File: config.mk
export PLATFORM = sky130hd
export DESIGN_NAME = fpa_front
export DESIGN_NICKNAME = d
export VERILOG_FILES = /design/src/fpa_pkg.sv /design/src/fpa_front.sv
export SDC_FILE = /design/constraint.sdc
export NUM_CORES = 2
export LEC_CHECK = 0
export BUFFER_PORTS_ARGS = -buffer_cell sky130_fd_sc_hd__buf_2
export CAP_MARGIN = 15
export CORE_ASPECT_RATIO = 1.1
export CORE_MARGIN = 4
export CORE_UTILIZATION = 40
export CTS_CLUSTER_SIZE = 20
export DETAILED_ROUTE_END_ITERATION = 7
export SYNTH_ARGS = -nofsm -noshare
export SYNTH_HDL_FRONTEND = slang
export SYNTH_SLANG_ARGS = --single-unit
File: constraint.sdc
create_clock -name aclk -period 12.7 [get_ports aclk]
set_clock_uncertainty 0.1 [all_clocks]
set_input_delay 1.27 -clock aclk [delete_from_list [all_inputs] [get_ports aclk]]
set_output_delay 1.27 -clock aclk [all_outputs]
set_load 0.005 [all_outputs]
File: src/fpa_pkg.sv
package fpa_pkg;

    localparam int FRAC_BITS = 8;
    localparam int WORD_W    = 32;
    // dividend magnitude shifted by the fraction bits
    localparam int DVD_W     = WORD_W + FRAC_BITS;
    // one divider cell per quotient bit
    localparam int QUO_W     = DVD_W;
    // remainder needs one bit above the 32-bit divisor magnitude
    localparam int REM_W     = WORD_W + 1;
    // depth of the cell chain: one cell per quotient bit plus entry and exit stages
    localparam int LAT       = QUO_W + 2;

    localparam logic signed [WORD_W-1:0] MAX_W = {1'b0, {(WORD_W-1){1'b1}}};
    localparam logic signed [WORD_W-1:0] MIN_W = {1'b1, {(WORD_W-1){1'b0}}};

    typedef enum logic [3:0] {
        OP_ADD     = 4'd0,
        OP_SUB     = 4'd1,
        OP_MUL     = 4'd2,
        OP_DIV     = 4'd3,
        OP_GT      = 4'd4,
        OP_LT      = 4'd5,
        OP_GE      = 4'd6,
        OP_LE      = 4'd7,
        OP_EQ      = 4'd8,
        OP_NE      = 4'd9,
        OP_MIN     = 4'd10,
        OP_MAX     = 4'd11,
        OP_INC     = 4'd12,
        OP_DEC     = 4'd13,
        OP_TOINT   = 4'd14,
        OP_FROMINT = 4'd15
    } op_t;

    // finished result of the simple ops, carried alongside the divider
    typedef struct packed {
        logic [WORD_W-1:0] word;
        logic              cond;
        logic              dz;
        logic              ovf;
    } res_t;

    // everything a cell hands to its neighbor
    typedef struct packed {
        logic              vld;
        logic              is_div;
        logic              neg;
        logic [DVD_W-1:0]  dvd;
        logic [REM_W-1:0]  rem;
        logic [WORD_W-1:0] dvs;
        logic [QUO_W-1:0]  quo;
        res_t              res;
    } cell_t;

    // saturate a wide signed value to the word range
    function automatic res_t sat_res(input logic signed [65:0] v);
        res_t r;
        r = '0;
        if (v > 66'(signed'(MAX_W))) begin
            r.word = MAX_W;
            r.ovf  = 1'b1;
        end else if (v < 66'(signed'(MIN_W))) begin
            r.word = MIN_W;
            r.ovf  = 1'b1;
        end else begin
            r.word = v[WORD_W-1:0];
        end
        return r;
    endfunction

endpackage

File: src/fpa_front.sv
module fpa_front (
    input  logic                         aclk,
    input  logic                         aresetn,
    input  logic                         en,
    input  logic                         in_vld,
    input  logic [3:0]                   cmd,
    input  logic signed [31:0]           op_a,
    input  logic signed [31:0]           op_b,
    output fpa_pkg::cell_t               cell_out
);
    import fpa_pkg::*;

    cell_t             cell_reg, cell_next;
    logic signed [63:0] prod_reg, prod_next;
    logic               mul_reg, mul_next;
    res_t               res;
    logic [WORD_W-1:0]  mag_a, mag_b;
    logic signed [65:0] a66, b66;

    // one register stage: simple ops finish here, mul forms its product
    always_comb begin
        a66   = 66'(op_a);
        b66   = 66'(op_b);
        mag_a = op_a[31] ? WORD_W'(-op_a) : WORD_W'(op_a);
        mag_b = op_b[31] ? WORD_W'(-op_b) : WORD_W'(op_b);
        res   = '0;
        unique case (op_t'(cmd))
            OP_ADD:     res = sat_res(a66 + b66);
            OP_SUB:     res = sat_res(a66 - b66);
            OP_MUL:     res = '0;
            OP_DIV: begin
                if (op_b == '0) begin
                    res.dz   = 1'b1;
                    res.word = op_a[31] ? MIN_W : ((op_a == '0) ? '0 : MAX_W);
                end
            end
            OP_GT:      res.cond = op_a > op_b;
            OP_LT:      res.cond = op_a < op_b;
            OP_GE:      res.cond = op_a >= op_b;
            OP_LE:      res.cond = op_a <= op_b;
            OP_EQ:      res.cond = op_a == op_b;
            OP_NE:      res.cond = op_a != op_b;
            OP_MIN:     res.word = (op_a < op_b) ? op_a : op_b;
            OP_MAX:     res.word = (op_a > op_b) ? op_a : op_b;
            OP_INC:     res = sat_res(a66 + 66'sd1);
            OP_DEC:     res = sat_res(a66 - 66'sd1);
            OP_TOINT:   res.word = WORD_W'(op_a >>> FRAC_BITS);
            OP_FROMINT: res = sat_res(a66 <<< FRAC_BITS);
            default:    res = '0;
        endcase
        cell_next        = '0;
        cell_next.vld    = in_vld;
        cell_next.is_div = (op_t'(cmd) == OP_DIV) && (op_b != '0);
        cell_next.neg    = op_a[31] ^ op_b[31];
        cell_next.dvd    = {mag_a, {FRAC_BITS{1'b0}}};
        cell_next.dvs    = mag_b;
        cell_next.res    = res;
        mul_next         = (op_t'(cmd) == OP_MUL);
        prod_next        = op_a * op_b;
    end

    always_ff @(posedge aclk) begin
        if (!aresetn) begin
            cell_reg.vld <= 1'b0;
        end else if (en) begin
            cell_reg.vld <= cell_next.vld;
        end
        if (en) begin
            cell_reg.is_div <= cell_next.is_div;
            cell_reg.neg    <= cell_next.neg;
            cell_reg.dvd    <= cell_next.dvd;
            cell_reg.rem    <= cell_next.rem;
            cell_reg.dvs    <= cell_next.dvs;
            cell_reg.quo    <= cell_next.quo;
            cell_reg.res    <= cell_next.res;
            prod_reg        <= prod_next;
            mul_reg         <= mul_next;
        end
    end

    // rounding of the registered product, ties away from zero
    logic [63:0]        pmag;
    logic [64:0]        prnd;
    logic signed [65:0] pval;
    always_comb begin
        pmag     = prod_reg[63] ? 64'(-prod_reg) : 64'(prod_reg);
        prnd     = (65'(pmag) + (65'd1 << (FRAC_BITS - 1))) >> FRAC_BITS;
        pval     = prod_reg[63] ? -66'(signed'({1'b0, prnd})) : 66'(signed'({1'b0, prnd}));
        cell_out = cell_reg;
        if (mul_reg) begin
            cell_out.res = sat_res(pval);
        end
    end

endmodule

# After elaboration in Yosys (flattened, before gate mapping)
# Cells that the tools add are included.
[word_totals] reg_bits=167 inputBits=72 output_inout_bits=183
[op_classes] add_sub_neg=9 mul=1 magnitude_cmp=16 eq_ne=17 muxes=38 bitwise=1 reduce_logical=5
[op_table] op="2-to-1 mux 32 bit" count=16
[op_table] op="case mux 32 bit (9 select lines)" count=1
[op_table] op="> comparator 33 x 32 -> 1 bit (second input constant)" count=4
[op_table] op="< comparator 33 x 32 -> 1 bit (second input constant)" count=4
[op_table] op="2-to-1 mux 31 bit" count=3
[op_table] op="> comparator 66 x 32 -> 1 bit (second input constant)" count=1
[op_table] op="< comparator 66 x 32 -> 1 bit (second input constant)" count=1
[op_table] op="2-to-1 mux 66 bit" count=1
[op_table] op="negation 57 -> 66 bit" count=1
[op_table] op="adder 64 x 8 -> 65 bit (second input constant)" count=1
[op_table] op="logical NOT 32 bit" count=2
[op_table] op="multiplier 32 x 32 -> 64 bit" count=1
[op_table] op="2-to-1 mux 64 bit" count=1
[op_table] op="negation 32 bit" count=2
[op_table] op="negation 64 bit" count=1
[op_table] op="> comparator 40 x 32 -> 1 bit (second input constant)" count=1
[op_table] op="< comparator 40 x 32 -> 1 bit (second input constant)" count=1
[op_table] op="2-to-1 mux 35 bit" count=1
[op_table] op="adder 32 x 2 -> 33 bit (second input constant)" count=1
[op_table] op="adder 32 x 32 -> 33 bit" count=1
[op_table] op="subtractor 32 x 2 -> 33 bit (second input constant)" count=1
[op_table] op="subtractor 32 x 32 -> 33 bit" count=1
[op_table] op="equality test 32 bit" count=1
[op_table] op="equality test 4 bit (second input constant)" count=8
[op_table] op="15 further kinds" count=31

# Depth between registers and ports, before layout
[depth] ltp_word=9 mapped_depth=37

# Worst setup path after synthesis
# Ideal clock, no wire load.
[synth_timing] path_kind="flip-flop to output port" start="reg prod_reg[63]" end="out cell_out[13] in the netlist's numbering" t_arrival_ps=9293 t_required_ps=11330 path_slack_ps=2037 stages_incl_launch_ff=35 path_buffers=15 cell_sequence="edfxtp_1 -> buf_2 -> clkbuf_1 -> clkbuf_1 -> clkbuf_1 -> clkbuf_1 -> clkbuf_1 -> clkbuf_1 -> buf_1 -> clkbuf_1 -> clkbuf_1 -> clkbuf_1 -> clkbuf_1 -> clkbuf_1 -> o21ai_0 -> xnor2_1 -> ha_1 -> nand2_1 -> a211oi_1 -> nor3_1 -> a211oi_4 -> or3b_1 -> buf_2 -> or3_1 -> a211o_1 -> a221o_1 -> nor4b_4 -> nand2_2 -> or3_1 -> o41a_1 -> xnor2_1 -> and4b_1 -> a41o_1 -> clkbuf_1 -> a311o_1"
[synth_lines] item="start: declaration" line="fpa_front.sv:14" rtl="logic signed [63:0] prod_reg, prod_next;"
[synth_lines] item="start signal: assignment" line="fpa_front.sv:76" rtl="prod_reg <= prod_next;"
[synth_lines] item="end: declaration" line="fpa_front.sv:9" rtl="output fpa_pkg::cell_t cell_out"

# Worst setup path after layout
[layout_timing] start="in op_b[11]" end="reg prod_reg[59] (data pin)"
[layout_between] elab_chain_len=1
[layout_rtl] item="start: declaration" line="fpa_front.sv:8" rtl="input logic signed [31:0] op_b,"
[layout_rtl] item="multiplier 32 x 32 -> 64 bit" line="fpa_front.sv:59" rtl="prod_next = op_a * op_b;"
[layout_rtl] item="named net prod_next[59]" line="fpa_front.sv:14"
# The timed path passes the listed nets, and every way through them passes these cells.
# A chain may end at the register's enable or synchronous reset.

==> out/metrics.yaml <==
place.port_buffers: 173
synthCells: 6514
ys_types: 100
track_usage: 0.281
coreArea_um2: 139000
ioPinCount: 255
htree_levels: 4
antenna_found_initial: 16
post_drt_wl_per_cell_um: 24.9
ctsLongestPathBuffers: 2
finalSetupViolations: 0
vias: 46600
largest_reg_flops: 67
grt_pass1_wl_um: 308000
reg2reg_slack_ns: 12.00
cts_sinks: 167
wirelength_um: 204000
yosys.area.top_type: "fa_1"
start_kind: "input pin"
gp_congestion: 0.990
tightest_slew_ns: 1.25
dpl.hpwl_um: 165000
failed_checks: "DRC"
design.die.area_um2: 146000
area_growth_pct: 4.26
min_period_ns: 10.87
drc: 1
yosysMostFrequentCell: "inv_1"
setup_tns_ns: 0
crit_fanout: 32
cts_root_buf: "clkbuf_16"
synth_edf_count: 166
grt_pass1_vias: 48200
synth_warnings: 0
yosys.area.top_type_share: 0.387
yosysSeqAreaShare: 0.0892
clock_latency_ns: 0.49
r2r_cells: 2
place_ws_ns: 1.44
post_cts_resized: 0
hold_viol: 0
endpoint: "prod_reg[59]$_DFFE_PP_"
fp.dieW_um: 365
drv_cap: 0
fillers: 13800
rsz0062_at_grt: "false"
slowest_delay_ns: 0.77
drive_gt1_frac: 0.0620
yosys_most_used_dff: "edfxtp_1"
ys_seq_elements: 167
period_share: 0.856
crit_top_cell: "fa_1"
worstPathArrival_ns: 11.00
rows: 143
crit_required_ns: 12.83
ys_top_cells_by_area: "fa_1 (39%), edfxtp_1 (8.9%), inv_1 (8.1%), ha_1 (5.7%), nand2_1 (5.6%)"
worstSetupStartpoint: "op_b[11]"
cts_buffers: 17
cp-end-kind: "register"
gr-total-overflow: 0
final_antenna_net_count: 0
nets: 7773
drtPass1Iterations: 8
timing.rr.start: "cell_out[182]$_SDFFE_PN0P_"
viasPerCell: 5.68
cts_tree: "built"
hp-start: "cell_out[182]$_SDFFE_PN0P_"
crit_type: "in2reg"
dr.first_iter.drc_count: 4787
fp.dieH_um: 401
avgSynthCellArea_um2: 8.61
clk_pin_slew_ns: 0.08
maxSlewHeadroom: 0.167
slowest_stage: "clkinv_1"
slew_violations: 0
setup_slack_ns: 1.83
syn_area_um2: 56100
dpl-instance-area_um2: 57800
start_util: 0.405
r2r_end: "cell_out[182]$_SDFFE_PN0P_"
synthTopCellsByCount: "inv_1 (1,207), fa_1 (1,084), nand2_1 (830), nor2_1 (366), clkbuf_1 (329)"
status: "finished, violations left"
post-cts-setup-buffers: 0
regArea_um2: 5000
fmax_mhz: 92.0
postSynth.asyncResetShare: 0
fin_area_um2: 58500
hp-class: "reg2reg"
ctsHoldBuffers: 0
multi_input_area_um2: 44200
grt_max_degree: 91
==> critical path, delay by kind of cell <==
kind                     cells  cell delay, ns
buffers and inverters        6            1.69
adder cells (fa/ha/maj)      9            4.34
XOR/XNOR                     1            0.16
AO/OA/AOI/OAI               10            2.98
AND/OR/NAND/NOR              3            0.54
==> routing by layer <==
layer / global-route usage / routed length [um] / part of all wire / up-vias
li1: - / - / - / 20000
met1: 0.356 / 78600 / 0.38 / 23800
met2: 0.453 / 94900 / 0.46 / 2326
met3: 0.0543 / 17700 / 0.087 / 512
met4: 0.153 / 13200 / 0.064 / 8
met5: 0 / 55 / 0.00027 / -
==> placed cells by master, fill, tap and decap left out, drive strengths merged, types with 35 or more instances in the layout <==
master | netlist | routed
nor2b | 50 | 50
nand2b | 46 | 46
xor2 | 110 | 110
or3 | 63 | 63
a311o | 35 | 35
inv | 1209 | 1220
nand2 | 831 | 831
a21oi | 188 | 188
buf | 213 | 290
conb | 1 | 81
nor2 | 366 | 366
o21ai | 149 | 149
a21o | 57 | 57
nor3 | 110 | 110
nand4 | 55 | 55
fa | 1084 | 1084
and2 | 250 | 250
edfxtp | 166 | 166
xnor2 | 260 | 260
o31ai | 44 | 44
ha | 256 | 256
nand3 | 82 | 82
==> cell type report <==
type	count	area share
diodes	15	0.000642
clock buffers	17	0.00727
clock inverters	15	0.00327
inverters	1226	0.0787
multi-input cells	4658	0.756
flip-flops and latches	167	0.0856
well taps	1812	0.0388
repair buffers	291	0.0303
==> how the worst min path moves through the flow <==
stage / endpoint / slack, ns / cells past startpoint
after floorplan: cell_out[182]$_SDFFE_PN0P_ / 0.38 / 2
after detailed placement: cell_out[182]$_SDFFE_PN0P_ / 0.41 / 2
after global placement: cell_out[182]$_SDFFE_PN0P_ / 0.39 / 2
after global routing: cell_out[182]$_SDFFE_PN0P_ / 0.44 / 2
after CTS: cell_out[182]$_SDFFE_PN0P_ / 0.43 / 2
final: cell_out[182]$_SDFFE_PN0P_ / 0.43 / 2
==> cell families (layout without fill, tap and decap cells) <==
family,Yosys count,in the layout,share of synthesized area
and+or+nand+nor,2006,2006,0.170
buffers and inverters,1769,1549,0.129
xor gates and xnor gates,370,370,0.0578
muxes,41,41,0.00778
AOI/OAI and AO/OA,820,820,0.102
other,1,96,0.0000668
adders and majority gates,1340,1340,0.444
DFF,167,167,0.0892
==> per-stage QoR <==
| step | hold slack (ns) | utilization | instances |
|---|---|---|---|
| finish | 0.426 | 0.422 | 8201 |
| global route | 0.444 | 0.422 | 8189 |
| CTS | 0.427 | 0.422 | 8186 |
| global placement | 0.390 | 0.417 | 8154 |
| detailed placement | 0.407 | 0.417 | 8154 |
| floorplan | 0.384 | - | 6594 |
Power is left out: the tool's default activity adds up to more than one toggle a clock period on the data nets, which glitch-free logic cannot reach.
